## src/hw/rtl/rpf_pkg.sv

```systemverilog
`timescale 1ns / 1ps
// ----------------------------------------------------------------------------
// rpf_pkg: shared types, constants and CRC helpers
// Byte positions of a packet burst, the registered item layout and the
// CRC-16/ARC byte update.
// ----------------------------------------------------------------------------
package rpf_pkg;

  localparam logic [7:0]  SYNC_MARK    = 8'hFF;
  localparam logic [7:0]  VERSION_MARK = 8'hFE;
  localparam logic [15:0] CRC_POLY     = 16'hA001;
  localparam logic [15:0] CRC_INIT     = 16'h0000;

  localparam logic [15:0] WIRE_EXTRA = 16'd4;
  localparam logic [15:0] SUB_EXTRA  = 16'd2;

  // Item kinds carried on tuser
  localparam logic MODE_START   = 1'b0;
  localparam logic MODE_PAYLOAD = 1'b1;

  // Configuration register indexes
  localparam logic REG_FLAGS = 1'b0;

  // Position of the byte being driven within a burst
  typedef logic [3:0] pos_t;

  localparam pos_t POS_SYNC    = 4'd0;
  localparam pos_t POS_VERSION = 4'd1;
  localparam pos_t POS_FLAGS   = 4'd2;
  localparam pos_t POS_WIRE_LO = 4'd3;
  localparam pos_t POS_WIRE_HI = 4'd4;
  localparam pos_t POS_SUB_LO  = 4'd5;
  localparam pos_t POS_SUB_HI  = 4'd6;
  localparam pos_t POS_BOARD   = 4'd7;
  localparam pos_t POS_FUNC    = 4'd8;
  localparam pos_t POS_PAYLOAD = 4'd9;
  localparam pos_t POS_CRC_LO  = 4'd10;
  localparam pos_t POS_CRC_HI  = 4'd11;

  typedef struct packed {
    logic        mode;
    logic [7:0]  board;
    logic [7:0]  func;
    logic [15:0] payload_count;
    logic [7:0]  data_byte;
  } item_t;

  // Remainder of one table entry: eight shift/xor steps
  function automatic logic [15:0] crc_table(input logic [7:0] idx);
    logic [15:0] c;
    c = {8'h00, idx};
    for (int i = 0; i < 8; i++) begin
      if (c[0]) begin
        c = (c >> 1) ^ CRC_POLY;
      end else begin
        c = c >> 1;
      end
    end
    return c;
  endfunction

  function automatic logic [15:0] crc_feed(input logic [15:0] crc, input logic [7:0] b);
    return {8'h00, crc[15:8]} ^ crc_table(crc[7:0] ^ b);
  endfunction

endpackage

```

## src/hw/rtl/rpf_in_reg.sv

```systemverilog
`timescale 1ns / 1ps
// ----------------------------------------------------------------------------
// rpf_in_reg: input register
// Holds one accepted item until the burst emitter takes it.
// ----------------------------------------------------------------------------
module rpf_in_reg (
  input  logic           clk,
  input  logic           rst,
  input  logic           s_tvalid,
  output logic           s_tready,
  input  logic [39:0]    s_tdata,  // board, func, payload_count, data_byte
  input  logic           s_tuser,  // mode
  output logic           item_vld,
  output rpf_pkg::item_t item,
  input  logic           item_take
);

  logic vld;

  assign s_tready = !vld || item_take;
  assign item_vld = vld;

  always_ff @(posedge clk) begin
    if (rst) begin
      vld <= 1'b0;
    end else if (s_tready) begin
      vld <= s_tvalid;
    end
  end

  // Payload register: load on every accepted item
  always_ff @(posedge clk) begin
    if (s_tvalid && s_tready) begin
      item.mode          <= s_tuser;
      item.board         <= s_tdata[7:0];
      item.func          <= s_tdata[15:8];
      item.payload_count <= s_tdata[31:16];
      item.data_byte     <= s_tdata[39:32];
    end
  end

endmodule

```

## src/hw/rtl/rpf_emitter.sv

```systemverilog
`timescale 1ns / 1ps
// ----------------------------------------------------------------------------
// rpf_emitter: packet state and byte burst sequencer
// Turns each item into its burst of wire bytes and folds covered bytes into
// the running CRC as they leave.
// ----------------------------------------------------------------------------
module rpf_emitter (
  input  logic           clk,
  input  logic           rst,
  input  logic [7:0]     flags_byte,
  input  logic           item_vld,
  input  rpf_pkg::item_t item,
  output logic           item_take,
  output logic           m_tvalid,
  input  logic           m_tready,
  output logic [7:0]     m_tdata,  // out_byte
  output logic           m_tlast   // is_last
);

  logic          busy;
  rpf_pkg::pos_t pos;
  rpf_pkg::pos_t end_pos;
  logic [15:0]   crc;
  logic [15:0]   bytes_left;
  logic          in_packet;

  logic [7:0]    board;
  logic [7:0]    func;
  logic [15:0]   wire_len;
  logic [15:0]   sub_len;
  logic [7:0]    data;

  logic          beat;
  logic          last_beat;
  logic          load_start;
  logic          load_pay;
  logic [15:0]   bytes_left_next;
  logic [7:0]    out_byte;

  assign beat      = busy && m_tready;
  assign last_beat = beat && (pos == end_pos);
  assign item_take = item_vld && (!busy || last_beat);

  // Stray payload items are taken with no burst
  assign load_start = item_take && (item.mode == rpf_pkg::MODE_START);
  assign load_pay   = item_take && (item.mode == rpf_pkg::MODE_PAYLOAD) && in_packet;

  assign bytes_left_next = (bytes_left != 16'd0) ? bytes_left - 16'd1 : 16'd0;

  always_comb begin
    case (pos)
      rpf_pkg::POS_SYNC:    out_byte = rpf_pkg::SYNC_MARK;
      rpf_pkg::POS_VERSION: out_byte = rpf_pkg::VERSION_MARK;
      rpf_pkg::POS_FLAGS:   out_byte = flags_byte;
      rpf_pkg::POS_WIRE_LO: out_byte = wire_len[7:0];
      rpf_pkg::POS_WIRE_HI: out_byte = wire_len[15:8];
      rpf_pkg::POS_SUB_LO:  out_byte = sub_len[7:0];
      rpf_pkg::POS_SUB_HI:  out_byte = sub_len[15:8];
      rpf_pkg::POS_BOARD:   out_byte = board;
      rpf_pkg::POS_FUNC:    out_byte = func;
      rpf_pkg::POS_PAYLOAD: out_byte = data;
      rpf_pkg::POS_CRC_LO:  out_byte = crc[7:0];
      rpf_pkg::POS_CRC_HI:  out_byte = crc[15:8];
      default:              out_byte = 8'h00;
    endcase
  end

  assign m_tvalid = busy;
  assign m_tdata  = out_byte;
  assign m_tlast  = (pos == rpf_pkg::POS_CRC_HI);

  always_ff @(posedge clk) begin
    if (rst) begin
      busy       <= 1'b0;
      pos        <= rpf_pkg::POS_SYNC;
      end_pos    <= rpf_pkg::POS_SYNC;
      crc        <= rpf_pkg::CRC_INIT;
      bytes_left <= 16'd0;
      in_packet  <= 1'b0;
    end else if (load_start) begin
      // a new start drops any open packet
      busy       <= 1'b1;
      pos        <= rpf_pkg::POS_SYNC;
      end_pos    <= (item.payload_count == 16'd0) ? rpf_pkg::POS_CRC_HI
                                                  : rpf_pkg::POS_FUNC;
      crc        <= rpf_pkg::CRC_INIT;
      bytes_left <= item.payload_count;
      in_packet  <= (item.payload_count != 16'd0);
    end else begin
      // fold sub-length, board, function and payload bytes into the CRC
      if (beat && (pos inside {[rpf_pkg::POS_SUB_LO:rpf_pkg::POS_PAYLOAD]})) begin
        crc <= rpf_pkg::crc_feed(crc, out_byte);
      end
      if (load_pay) begin
        busy       <= 1'b1;
        pos        <= rpf_pkg::POS_PAYLOAD;
        end_pos    <= (bytes_left_next == 16'd0) ? rpf_pkg::POS_CRC_HI
                                                 : rpf_pkg::POS_PAYLOAD;
        bytes_left <= bytes_left_next;
        in_packet  <= (bytes_left_next != 16'd0);
      end else begin
        if (beat && (pos != end_pos)) begin
          // an empty packet skips the payload slot
          pos <= (pos == rpf_pkg::POS_FUNC) ? rpf_pkg::POS_CRC_LO : pos + 4'd1;
        end
        if (last_beat) begin
          busy <= 1'b0;
        end
      end
    end
  end

  always_ff @(posedge clk) begin
    if (load_start) begin
      board    <= item.board;
      func     <= item.func;
      wire_len <= item.payload_count + rpf_pkg::WIRE_EXTRA;
      sub_len  <= item.payload_count + rpf_pkg::SUB_EXTRA;
    end
    if (load_pay) begin
      data <= item.data_byte;
    end
  end

endmodule

```

## src/hw/rtl/rs485_packet_framer_crc16.sv

```systemverilog
`timescale 1ns / 1ps
// ----------------------------------------------------------------------------
// rs485_packet_framer_crc16: bus packet framer with CRC-16/ARC
// An accepted item passes the input register, then the emitter state, before
// its first byte is offered. One output byte per cycle while m_tready is high; a
// payload item gives 1 byte, 3 if it closes the packet; a start item 9 or 11.
// Reset (rst, synchronous): no packet open, CRC and count cleared, flags 0.
// ----------------------------------------------------------------------------
module rs485_packet_framer_crc16 (
  input  logic        clk,
  input  logic        rst,
  input  logic        s_tvalid,
  output logic        s_tready,
  input  logic [39:0] s_tdata,  // board, func, payload_count, data_byte
  input  logic        s_tuser,  // mode
  output logic        m_tvalid,
  input  logic        m_tready,
  output logic [7:0]  m_tdata,  // out_byte
  output logic        m_tlast,  // is_last
  input  logic        psel,
  input  logic        penable,
  input  logic        pwrite,
  input  logic [2:0]  paddr,
  input  logic [31:0] pwdata,
  output logic [31:0] prdata,
  output logic        pready
);

  logic           flags_byte;
  logic [7:0]     flags;
  logic           item_vld;
  rpf_pkg::item_t item;
  logic           item_take;

  assign pready = 1'b1;

  always_ff @(posedge clk) begin
    if (rst) begin
      flags <= 8'h00;
    end else if (psel && penable && pwrite && pready && (paddr[2] == rpf_pkg::REG_FLAGS)) begin
      flags <= pwdata[7:0];
    end
  end

  assign flags_byte = (paddr[2] == rpf_pkg::REG_FLAGS);
  assign prdata     = flags_byte ? {24'h000000, flags} : 32'h00000000;

  rpf_in_reg u_in_reg (
    .clk       (clk),
    .rst       (rst),
    .s_tvalid  (s_tvalid),
    .s_tready  (s_tready),
    .s_tdata   (s_tdata),
    .s_tuser   (s_tuser),
    .item_vld  (item_vld),
    .item      (item),
    .item_take (item_take)
  );

  rpf_emitter u_emitter (
    .clk        (clk),
    .rst        (rst),
    .flags_byte (flags),
    .item_vld   (item_vld),
    .item       (item),
    .item_take  (item_take),
    .m_tvalid   (m_tvalid),
    .m_tready   (m_tready),
    .m_tdata    (m_tdata),
    .m_tlast    (m_tlast)
  );

endmodule

```

## config.mk

```make
export PLATFORM = sky130hd
export DESIGN_NAME = rs485_packet_framer_crc16
export DESIGN_NICKNAME = d
export VERILOG_FILES = /design/src/hw/rtl/rpf_pkg.sv /design/src/hw/rtl/rpf_in_reg.sv /design/src/hw/rtl/rpf_emitter.sv /design/src/hw/rtl/rs485_packet_framer_crc16.sv
export SDC_FILE = /design/constraint.sdc
export NUM_CORES = 1
export LEC_CHECK = 0
export ABC_AREA = 1
export BUFFER_PORTS_ARGS = -buffer_cell sky130_fd_sc_hd__buf_2
export CAP_MARGIN = 20
export CORE_MARGIN = 1.5
export CORE_UTILIZATION = 60
export DETAILED_ROUTE_END_ITERATION = 12
export MAX_ROUTING_LAYER = met4
export PLACE_DENSITY = 0.95
export SLEW_MARGIN = 10
export SYNTH_ARGS = -nofsm -noshare
export SYNTH_HDL_FRONTEND = slang
export SYNTH_SLANG_ARGS = --single-unit
export TNS_END_PERCENT = 20
```

## constraint.sdc

```tcl
create_clock -name clk -period 5.35 [get_ports clk]
set_clock_uncertainty 0.15 [all_clocks]
set_input_delay 1.07 -clock clk [delete_from_list [all_inputs] [get_ports clk]]
set_output_delay 1.07 -clock clk [all_outputs]
set_load 0.005 [all_outputs]
```

Word level (Yosys, flattened, before mapping) --
Index checks and enable logic that the tools add are counted.
Operators by class: add/subtract/negate cells 4, order comparisons 2, eq/ne operators 13, muxes and demuxes 49, bitwise logic cells 12, reductions and logical operators 28
Operators with widths (number):
- two-way mux 16 bit | 35
- case mux 8 bit (12 select lines) | 1
- nonzero test 16 bit | 3
- zero test 16 bit | 2
- inverter 2 -> 3 bit | 7
- two-way mux 4 bit | 5
- adder 16 x 2 -> 16 bit (second input constant) | 1
- adder 16 x 3 -> 16 bit (second input constant) | 1
- == test 4 x 3 -> 1 bit (second input constant) | 4
- == test 4 bit (second input constant) | 4
- subtractor 16 x 1 -> 16 bit (second input constant) | 1
- XOR 8 x 16 -> 16 bit | 1
- logical AND 1 bit | 13
- == test 4 x 2 -> 1 bit (second input constant) | 2
- two-way mux 8 bit | 1
- XOR 8 bit | 1
- two-way mux 1 bit | 5
- adder 4 x 1 -> 4 bit (second input constant) | 1
- == test 4 x 1 -> 1 bit (second input constant) | 1
- == test 4 bit | 1
- >= comparator 4 x 3 -> 1 bit (second input constant) | 1
- <= comparator 4 bit (second input constant) | 1
- zero test 4 bit | 1
- two-way mux 2 bit | 2
- 9 further kinds | 13
Word-level totals: flip-flop bits (word level) 148, input bits 83, output and inout port bits 44, word-level logic and storage cells 127

Depth between registers and ports, before layout --
Gate-level depths: netlist of run 1.
word-level depth 44, depth in mapped cells 22, mapped depth without buffers 21

Hierarchy --
A second synthesis of run 1 with hierarchy kept.
Unflattened totals: cell total of the unflattened synthesis 893, area, all modules 7831.3 µm²
Modules (own cells, without submodules):
- rpf_emitter | times used 1, cells an instance 746, area each 5883.1 µm², sequential area each 2472.4 µm²
- rpf_in_reg | times used 1, cells an instance 47, area each 1278.7 µm², sequential area each 1251.2 µm²
- rs485_packet_framer_crc16 | times used 1, cells an instance 100, area each 669.4 µm², sequential area each 160.2 µm²

Least setup slack after synthesis of run 1 --
No wires, ideal clock.
path kind input -> register, from input m_tready, to register u_in_reg.item[0] (netlist name), library setup time 396 ps, arrival 2305 ps, data required time 4804 ps, slack 2500 ps, stages on the path 6, path buffers 0, cells stage by stage inv_1 > o21ai_1 > inv_2 > nand2_1 > nand2_1 > inv_1
On the way: word-level cells in the longest chain between the ends 6
Ends and longest elaborated chain:
- from (decl) | line rs485_packet_framer_crc16.sv:17 | input logic m_tready,
- logical AND 1 bit | line rpf_emitter.sv:40 | assign beat = busy && m_tready;
- logical AND 1 bit | line rpf_emitter.sv:41 | assign last_beat = beat && (pos == end_pos);
- logical OR 1 bit | line rpf_emitter.sv:42 | assign item_take = item_vld && (!busy || last_beat);
- logical AND 1 bit | line rpf_emitter.sv:42
- logical OR 1 bit | line rpf_in_reg.sv:20 | assign s_tready = !vld || item_take;
- via s_tready | line rs485_packet_framer_crc16.sv:13 | output logic s_tready,
- logical AND 1 bit | line rpf_in_reg.sv:33 | if (s_tvalid && s_tready) begin
The timed path passes the listed nets, and every way through them passes these cells. A chain may end at the register's enable or synchronous reset.

Worst setup path in the final report of run 1 --
from register u_emitter.pos[2], to output m_tdata[7]
On the way: word-level cells in the longest chain between the ends 2, elaborated cells between the ends (all ways) 13, those cells by class eq/ne (11); mux (1); reduce/logical (1)
Ends and longest elaborated chain:
- from (decl) | line rpf_emitter.sv:21 | rpf_pkg::pos_t pos;
- from (signal assigned) | line rpf_emitter.sv:75 | pos <= rpf_pkg::POS_SYNC;
- from (signal assigned) | line rpf_emitter.sv:83 | pos <= rpf_pkg::POS_SYNC;
- from (signal assigned) | line rpf_emitter.sv:96 | pos <= rpf_pkg::POS_PAYLOAD;
- == test 4 bit (tied with other cells) | line rpf_emitter.sv:51 | case (pos)
- case mux 8 bit (12 select lines) * | line rpf_emitter.sv:51
- to (decl) | line rs485_packet_framer_crc16.sv:18 | output logic [7:0] m_tdata,
Mark *: on every way between the ends. The rest lies on a longest branch, timed or not.

==> results of run 1 <==
registers in the layout, indices dropped and copies added, names as in the netlist:
signal / count
u_emitter.wire_len: 15
u_emitter.pos: 4
u_emitter.func: 8
u_emitter.crc: 16
u_emitter.m_tvalid: 1
u_emitter.board: 8
u_emitter.end_pos: 3
u_in_reg.item: 41
u_emitter.in_packet: 1
u_emitter.bytes_left: 16
u_in_reg.item_vld: 1
u_emitter.data: 8
u_emitter.sub_len: 16
flags: 8
worst max-delay path by stage:
stage	start	to	cells past startpoint
floorplan	m_tready	u_in_reg.item[0]	6
global placement	u_emitter.pos[2]	m_tdata[1]	7
detailed placement	u_emitter.pos[2]	m_tdata[1]	7
CTS	u_emitter.pos[2]	m_tdata[7]	8
global route	u_emitter.pos[2]	m_tdata[7]	8
finish	u_emitter.pos[2]	m_tdata[7]	8
layout by cell type (no fill, tap or decap), types with 2 or more instances in the layout:
cell type and instances:
nand2_1 178, edfxtp_1 96, inv_1 84, nor2_1 77, buf_2 75, nand3_1 65
nand4_1 51, dfxtp_1 50, a21oi_1 36, o21ai_0 36, xor2_1 27, conb_1 25
clkbuf_16 17, nor3_1 16, ha_1 10, nor2_2 8, nand2_2 8, o211ai_1 8
inv_2 6, nand3_2 6, o22ai_1 4, o21ai_1 4, nor4_1 4, inv_6 4
nor2_4 3, a221oi_1 3, a21oi_2 3, clkinv_2 3, bufinv_16 3, buf_4 3
xnor2_1 2, a22oi_1 2, o31ai_1 2, clkinv_1 2, o2111ai_1 2, o221ai_1 2
clkinvlp_4 2
metal layers:
layer | part of all wire (%) | wire length [um] | track usage [%]
met5 | 0 | 0 | -
met4 | 3.7 | 696 | 14.2
met3 | 9.4 | 1760 | 7.17
met2 | 48 | 9010 | 48.1
met1 | 39 | 7300 | 37.2
per-stage QoR:
step / total power [W] / setup WS [ps] / std cells / hold slack, ps
after floorplan: 0.00183 / 2500 / 884 / 250
after global placement: 0.00195 / 1890 / 1074 / 251
after detailed placement: 0.00197 / 1800 / 1074 / 255
after CTS: 0.00319 / 1280 / 1106 / 269
after global routing: 0.00334 / 1070 / 1106 / 275
final: 0.00320 / 1170 / 1106 / 268
report_power, final:
part           internal [W]  leakage (nW)  switching (W)
clock network      0.000738         0.294       0.000482
registers           0.00127          1.31      0.0000446
logic              0.000225          2.03       0.000445
total               0.00223          3.64       0.000971
final cells by class:
cell class,instances,share of cell area [%]
clock buffer,17,5.01
clock inverter,15,2.11
inverter,91,4.03
multi-input combinational,591,35.9
sequential,146,45.8
tap,168,2.48
timing repair buffer,78,4.69
worst reg2reg max path: stages (launching register included):
cell and delay [ps]:
dfxtp_1 970, inv_2 430, nor2_4 430, nand2_1 140
nor2_1 210, nor2_1 120, nand3_2 100, nand2_1 50
nand2_1 140, nand2_1 70, nand2_1 120, nand2_1 70
nand2_1 80, nand2_2 70, nand2_2 80, nand2_1 70
nand3_1 80, nand3_1 70, nand2_1 90, inv_1 30
cell families after synthesis:
kind of cell,synth area share (%)
adder cells (fa/ha/maj),1.65
AO/OA/AOI/OAI,8.13
XOR/XNOR,3.36
other,0.0992
buffers and inverters,9.59
AND/OR/NAND/NOR,25.9
flip-flops,51.3
==> impl_metrics.toml, run 1 <==
[outcome]
status = "finished clean"

[global_routing]
grt_pass1_wl_um = 29600
grt_util_all_layers_pct = 30.5
grt_overflow = 0
grt_max_degree = 42
antenna_found_initial = 0
grt_pass1_vias = 5990

[clocking]
hold_buffers = 0
cts_sinks = 146
h-tree-depth = 4
cts_made_buffers = 17
insertion_delay_ps = 420
clkTransAtPathRegs_ps = 60
postCtsSetupBuffers = 0
clk_path_buf_depth = 2
post_cts_resized = 0
cts_root_buf = "clkbuf_16"
cts_tree = "done"

[place]
dp_hpwl_um = 12900
place_area_um2 = 7880
place_congestion = 0.913
io_buffers = 75

[floorplanning]
core_um2 = 12200
die_y_um = 115
rows = 40
start_util_pct = 62.2
die_area_um2 = 13300
io_pins = 127
fp.dieW_um = 115

[sta]
hold_viol = 0
tns_ps = 0
rsz0062_at_grt = "no"
slew_violations = 0
max_slew_margin_pct = 24.3
post-route-min-period_ps = 4180
setup_viol = 0
tightest_slew_ps = 1130
achievable-frequency_mhz = 239
fin_crit_sh_pct = 78.2

[setup_path]
crit_required_ps = 4130
critPathKind = "flip-flop to output port"
cp_common_cell = "nand2_1"
ff2ff_setup_slack_ps = 1660
cpPeakStageDelay_ps = 970
crit_path_top_delay_cell = "dfxtp_1"
cpLargestDelayFamily = "flip-flops"
critPathCaptureType = "output port"
r2r-end = "u_emitter.crc[0]"
cp_max_fo = 22
critPathLaunchType = "flip-flop"
rr_startpoint = "u_emitter.pos[2]"
r2r_cells = 19
worstPathArrival_ps = 2960
cp_num_buf_inv = 2
path_cells = "inv_2 -> nand2_4 -> nor2_2 -> nand2_1 -> nand2_1 -> a221oi_1 -> nand3_1 -> buf_2"

[yosys]
synth_most_common_cell = "nand2_1"
yosys_warnings = 0
yosysTopAreaCell = "edfxtp_1"
synth_common_cells = "nand2_1 (178), edfxtp_1 (96), inv_1 (85), nor2_1 (77), nand3_1 (65)"
async_flop_share_pct = 0
avgSynthCellArea_um2 = 8.79
synth_area_leaders = "edfxtp_1 (38%), dfxtp_1 (13%), nand2_1 (8.8%)"
synthDistinctLibCells = 43
syn_area_um2 = 7570
synth_edf_count = 96
synth_seq_cells = 146
syn_inst = 861
synth_top_area_share_pct = 38.1
yosysSeqAreaShare_pct = 51.3
ys.flop_type = "edfxtp_1"

[routing]
antenna_left = 0
vias = 6433
wire_per_inst_um = 17.0
drt_iter0_drc = 825
drt-pass1-iter-count = 7
routed_via_density = 5.82
drt-total-wl_um = 18800
drc_errors = 0

[hold_path]
min-delay-path-class = "flip-flop to flip-flop"
min_to = "u_emitter.board[1]"
worstHoldPathCells = 0
hp-start = "u_in_reg.item[33]"

[cells_and_area]
area_delta_synth_final_pct = 12.1
nets = 1018
finalInstanceArea_um2 = 8480
regArea_um2 = 3880
diodes = 0
multi_input_area_um2 = 3050
utilization_pct = 69.8
layout-drive-gt1-share_pct = 15.8
fillers = 887

[power_and_ir_drop]
p_leak_nw = 3.64
p_per_area_nw_per_um2 = 377
worst_ir_drop_vdd_mv = 0.285

[flow_run]
max-cap-violations = 0
Note: power is estimated with default switching activity, not from simulation.
==> run 2, diff against run 1 <==
--- a/config.mk
+++ b/config.mk
@@ -5,14 +5,14 @@
 export SDC_FILE = /design/constraint.sdc
 export NUM_CORES = 1
 export LEC_CHECK = 0
-export ABC_AREA = 1
+export ABC_AREA = 0
 export BUFFER_PORTS_ARGS = -buffer_cell sky130_fd_sc_hd__buf_2
 export CAP_MARGIN = 20
 export CORE_MARGIN = 1.5
-export CORE_UTILIZATION = 60
+export CORE_UTILIZATION = 51
 export DETAILED_ROUTE_END_ITERATION = 12
 export MAX_ROUTING_LAYER = met4
-export PLACE_DENSITY = 0.95
+export PLACE_DENSITY = 0.88
 export SLEW_MARGIN = 10
 export SYNTH_ARGS = -nofsm -noshare
 export SYNTH_HDL_FRONTEND = slang
==> constraint.sdc (replaced) <==
create_clock -name clk -period 3.7 [get_ports clk]
set_clock_uncertainty 0.15 [all_clocks]
set_input_delay 0.74 -clock clk [delete_from_list [all_inputs] [get_ports clk]]
set_output_delay 0.74 -clock clk [all_outputs]
set_load 0.005 [all_outputs]
==> run 2 against run 1 <==
Synthesized cell count down 22%; clock power up 43%; largest power group unchanged; core utilization down 10 points; via count down 15%; global-route usage down 7.1 points; first-iteration DRC count down 29%.
==> impl_metrics.toml, run 2 <==
[sta]
tns_ps = 0
tightest_slew_ps = 892
hold_viol = 0
setup_viol = 0
achievable-frequency_mhz = 280
max_slew_margin_pct = 40.0
rsz0062_at_grt = "no"
fin_crit_sh_pct = 96.5
setup_ws_ps = 130
slew_violations = 0
post-route-min-period_ps = 3570

[clocking]
cts_made_buffers = 17
post_cts_resized = 0
clk_path_buf_depth = 2
insertion_delay_ps = 420
clkTransAtPathRegs_ps = 60
hold_buffers = 0
cts_tree = "done"
h-tree-depth = 4
postCtsSetupBuffers = 0
cts_sinks = 146
cts_root_buf = "clkbuf_16"

[setup_path]
crit_path_top_delay_cell = "a211o_1"
cp_max_fo = 6
critPathKind = "flip-flop to flip-flop"
cpPeakStageDelay_ps = 400
critPathLaunchType = "flip-flop"
worstPathArrival_ps = 3730
crit_required_ps = 3860
critPathCaptureType = "flip-flop"
path_cells = "buf_4 -> ha_1 -> buf_4 -> nor2_1 -> o21ai_0 -> a211o_1 -> xor2_2 -> xnor2_4 -> xnor3_2 -> xnor2_2 -> and4b_1 -> or3_1"
rr_startpoint = "u_emitter.pos[0]"
crit_start = "u_emitter.pos[0]"
cp_common_cell = "buf_4"

[power_and_ir_drop]
p_per_area_nw_per_um2 = 491
worst_ir_drop_vdd_mv = 0.391
p_leak_nw = 3.04

[place]
io_buffers = 75
dp_hpwl_um = 11000
place_ws_ps = 138
place_congestion = 0.939
place_area_um2 = 7600

[cells_and_area]
largest_reg_flops = 41
largest-register = "u_in_reg.item"
diodes = 0
nets = 836
layout_common_cells = "edfxtp_1 (96), nand2_1 (84), buf_2 (75), nor2_1 (54), dfxtp_1 (50)"
finalInstanceArea_um2 = 8210
area_delta_synth_final_pct = 14.6
layout_commonest_cell = "edfxtp_1"
layout-drive-gt1-share_pct = 18.9
utilization_pct = 59.6

[outcome]
status = "finished clean"

[floorplanning]
fp.dieW_um = 122
rows = 43
start_util_pct = 52.0
die_area_um2 = 14800
die_y_um = 122
io_pins = 127
core_um2 = 13800

[global_routing]
grt_overflow = 0
grt_max_degree = 54
grt_pass1_wl_um = 25300
grt_pass1_vias = 4937
antenna_found_initial = 0
grt_util_all_layers_pct = 23.3

[yosys]
async_flop_share_pct = 0
synth_edf_count = 96
avgSynthCellArea_um2 = 10.7
synth_common_cells = "edfxtp_1 (96), nand2_1 (84), nor2_1 (54), dfxtp_1 (50), a21oi_1 (41)"
synth_area_leaders = "edfxtp_1 (40%), dfxtp_1 (14%), nand2_1 (4.4%)"
yosys_warnings = 0
yosysTopAreaCell = "edfxtp_1"
ys.flop_type = "edfxtp_1"
syn_inst = 672
synth_seq_cells = 146
synth_top_area_share_pct = 40.2
synthDistinctLibCells = 70
synth_most_common_cell = "edfxtp_1"
yosysSeqAreaShare_pct = 54.2
syn_area_um2 = 7160

[routing]
wire_per_inst_um = 17.2
drt-pass1-iter-count = 8
antenna_left = 0
routed_via_density = 5.81
drt_iter0_drc = 587
drc_errors = 0
drt-total-wl_um = 16100
vias = 5436

[flow_run]
max-cap-violations = 0

[hold_path]
hp-start = "u_in_reg.item[1]"
min-delay-path-class = "flip-flop to flip-flop"
[run 2: cell families after synthesis]
kind of cell               after synthesis  synth area share (%)
other                                    2                 0.105
buffers and inverters                   89                  7.27
and+or+nand+nor                        227                  15.0
adders and majority gates               10                  1.75
DFF                                    146                  54.2
AOI/OAI and AO/OA                      141                  13.8
muxes                                    4                 0.576
xor gates and xnor gates                53                  7.27
[run 2: final timing paths]
path / to / slack, ps / cells after the start
max: u_emitter.crc[15] / 130 / 12
max reg2reg: u_emitter.crc[15] / 130 / 12
min reg2reg: u_emitter.data[1] / 260 / 0
min: u_emitter.data[1] / 260 / 0
[run 2: final cells by class]
class	instances	area, um2
inverters	21	78.8
well taps	180	225
clock buffers	23	478
multi-input cells	460	2860
clock inverters	9	129
repair buffers	97	553
flip-flops and latches	146	3880
fillers	1109	5570
[run 2: metal layers]
metal / up-vias / part of all wire (%) / global-route usage, %
met5: - / 0 / -
met4: 0 / 3.1 / 9.04
met3: 46 / 9.1 / 5.73
met2: 315 / 47 / 35.9
met1: 2548 / 41 / 29.9
li1: 2527 / - / -
[run 2: stage by stage]
stage	hold WS, ps	instances	total power [W]
final	263	936	0.00403
after global routing	270	936	0.00417
after CTS	267	936	0.00404
after detailed placement	255	904	0.00230
after global placement	252	904	0.00229
after floorplan	250	695	0.00220
[run 2: power by group]
group          leakage [nW]  internal [W]  total [W]  switching, W
clock                 0.293       0.00111    0.00174      0.000633
sequential             1.31       0.00182    0.00188     0.0000631
combinational          1.43      0.000168   0.000406      0.000238
total                  3.04       0.00310    0.00403      0.000934
[run 2: worst max-delay path: cells and delay by family (launching register included)]
family                   cells  cell delay [ps]
AND/OR/NAND/NOR              3              770
flip-flops                   1              320
AO/OA/AOI/OAI                2              560
adder cells (fa/ha/maj)      1              260
XOR/XNOR                     4             1030
buffers and inverters        2              350
==> run 3, diff against run 2 <==
--- a/config.mk
+++ b/config.mk
@@ -9,10 +9,11 @@
 export BUFFER_PORTS_ARGS = -buffer_cell sky130_fd_sc_hd__buf_2
 export CAP_MARGIN = 20
 export CORE_MARGIN = 1.5
-export CORE_UTILIZATION = 51
+export CORE_UTILIZATION = 56
 export DETAILED_ROUTE_END_ITERATION = 12
+export GPL_TIMING_DRIVEN = 0
 export MAX_ROUTING_LAYER = met4
-export PLACE_DENSITY = 0.88
+export PLACE_DENSITY = 0.91
 export SLEW_MARGIN = 10
 export SYNTH_ARGS = -nofsm -noshare
 export SYNTH_HDL_FRONTEND = slang
==> constraint.sdc (replaced) <==
create_clock -name clk -period 4 [get_ports clk]
set_clock_uncertainty 0.15 [all_clocks]
set_input_delay 0.8 -clock clk [delete_from_list [all_inputs] [get_ports clk]]
set_output_delay 0.8 -clock clk [all_outputs]
set_load 0.005 [all_outputs]
==> run 3 against run 2 <==
Core utilization grew 7.9 points; count of clock-buffer cells in the layout fell by 3; die area is 8.7% lower; combinational power increased by 5%; final cell count grew 4.3%; critical path depth fell by 1; cell area increased by 3.4%; via count grew 4.4%; critical path type unchanged; largest power group unchanged.
==> impl_metrics.toml, run 3 (synthesis gave the netlist of run 2 again) <==
[setup_path]
cp_max_fo = 10
worstPathArrival_ps = 3900
critPathKind = "flip-flop to flip-flop"
crit_required_ps = 4170
critPathLaunchType = "flip-flop"
cpPeakStageDelay_ps = 490
critPathCaptureType = "flip-flop"
path_cells = "inv_1 -> ha_1 -> buf_6 -> a222oi_1 -> a211oi_1 -> a211o_1 -> xor2_2 -> xnor3_2 -> xnor2_2 -> and4b_1 -> or3_1"
crit_path_top_delay_cell = "xnor3_2"

[place]
io_buffers = 75
place_area_um2 = 7900
dp_hpwl_um = 12100
place_congestion = 0.947

[routing]
wl_met1_um = 6930
drt-total-wl_um = 17300
routed_via_density = 5.82
wl_met3_um = 1650
vias = 5676
drt_iter0_drc = 662
dr_wl_met2_um = 8190
drc_errors = 0
wire_per_inst_um = 17.7
routed.top_layer = "met4"
antenna_left = 0
drt-pass1-iter-count = 5

[global_routing]
grt_max_degree = 52
grt_pass1_vias = 5129
grt_overflow = 0
grt_util_all_layers_pct = 27.4
antenna_found_initial = 0
grt_pass1_wl_um = 26500

[cells_and_area]
largest_reg_flops = 41
utilization_pct = 67.5
layout_common_cells = "edfxtp_1 (96), nand2_1 (84), buf_2 (78), nor2_1 (54), dfxtp_1 (50)"
diodes = 0
largest-register = "u_in_reg.item"
finalInstanceArea_um2 = 8480
nets = 884
area_delta_synth_final_pct = 18.4
layout_commonest_cell = "edfxtp_1"
layout-drive-gt1-share_pct = 19.7

[sta]
fin_crit_sh_pct = 93.2
rsz0062_at_grt = "no"
achievable-frequency_mhz = 268
max_slew_margin_pct = 41.3
post-route-min-period_ps = 3730
slew_violations = 0
hold_ws_ps = 265
setup_viol = 0
tightest_slew_ps = 873
hold_viol = 0
tns_ps = 0

[power_and_ir_drop]
p_per_area_nw_per_um2 = 437
worst_ir_drop_vdd_mv = 0.371
p_leak_nw = 3.19

[floorplanning]
io_pins = 127
fp.dieW_um = 116
die_area_um2 = 13500
die_y_um = 116
core_um2 = 12600
rows = 41
start_util_pct = 57.0

[hold_path]
min-delay-path-class = "flip-flop to flip-flop"

[clocking]
hold_buffers = 0
postCtsSetupBuffers = 0
clkTransAtPathRegs_ps = 60
post_cts_resized = 0
cts_made_buffers = 17
clk_path_buf_depth = 2
cts_sinks = 146
h-tree-depth = 4
cts_tree = "done"
insertion_delay_ps = 440
cts_root_buf = "clkbuf_16"

[flow_run]
max-cap-violations = 0

[outcome]
status = "finished clean"
## run 3: metal layers
layer	up-vias	GRT usage, %
met5	-	-
met4	0	11.5
met1	2665	35.3
met3	51	7.73
li1	2621	-
met2	339	41.0
## run 3: final timing paths
kind / end / slack (ps) / cells after the start / start
hold reg to reg: u_emitter.data[1] / 260 / 0 / u_in_reg.item[1]
hold / removal: u_emitter.data[1] / 260 / 0 / u_in_reg.item[1]
setup reg to reg: u_emitter.crc[15] / 270 / 11 / u_emitter.pos[0]
setup / recovery: u_emitter.crc[15] / 270 / 11 / u_emitter.pos[0]
## run 3: power breakdown
group / switching (W) / total [W] / leakage (nW) / internal [W]
clock: 0.000594 / 0.00156 / 0.278 / 0.000969
sequential: 0.0000390 / 0.00172 / 1.31 / 0.00168
combinational: 0.000253 / 0.000425 / 1.60 / 0.000173
total: 0.000885 / 0.00371 / 3.19 / 0.00282
## run 3: critical path, delay by kind of cell, from the launching register on
kind / cells / cell delay, ps
XOR/XNOR: 3 / 950
AO/OA/AOI/OAI: 3 / 900
AND/OR/NAND/NOR: 2 / 510
flip-flops: 1 / 460
buffers and inverters: 2 / 320
adder cells (fa/ha/maj): 1 / 310
## run 3: metrics by stage
stage	instances	total power [W]	worst slack, ps
CTS	976	0.00371	231
finish	976	0.00371	272
global route	976	0.00384	80.7
floorplan	695	0.00203	65.7
global placement	942	0.00215	-1200
detailed placement	944	0.00216	242
## run 3: layout make-up
type                       count  area (um2)
buffer                        68         442
clock buffer                  20         437
clock inverter                12         140
fill                         923        4080
inverter                      21        80.1
multi-input combinational    460        2860
sequential                   146        3880
tap                          172         215
timing repair buffer          77         423
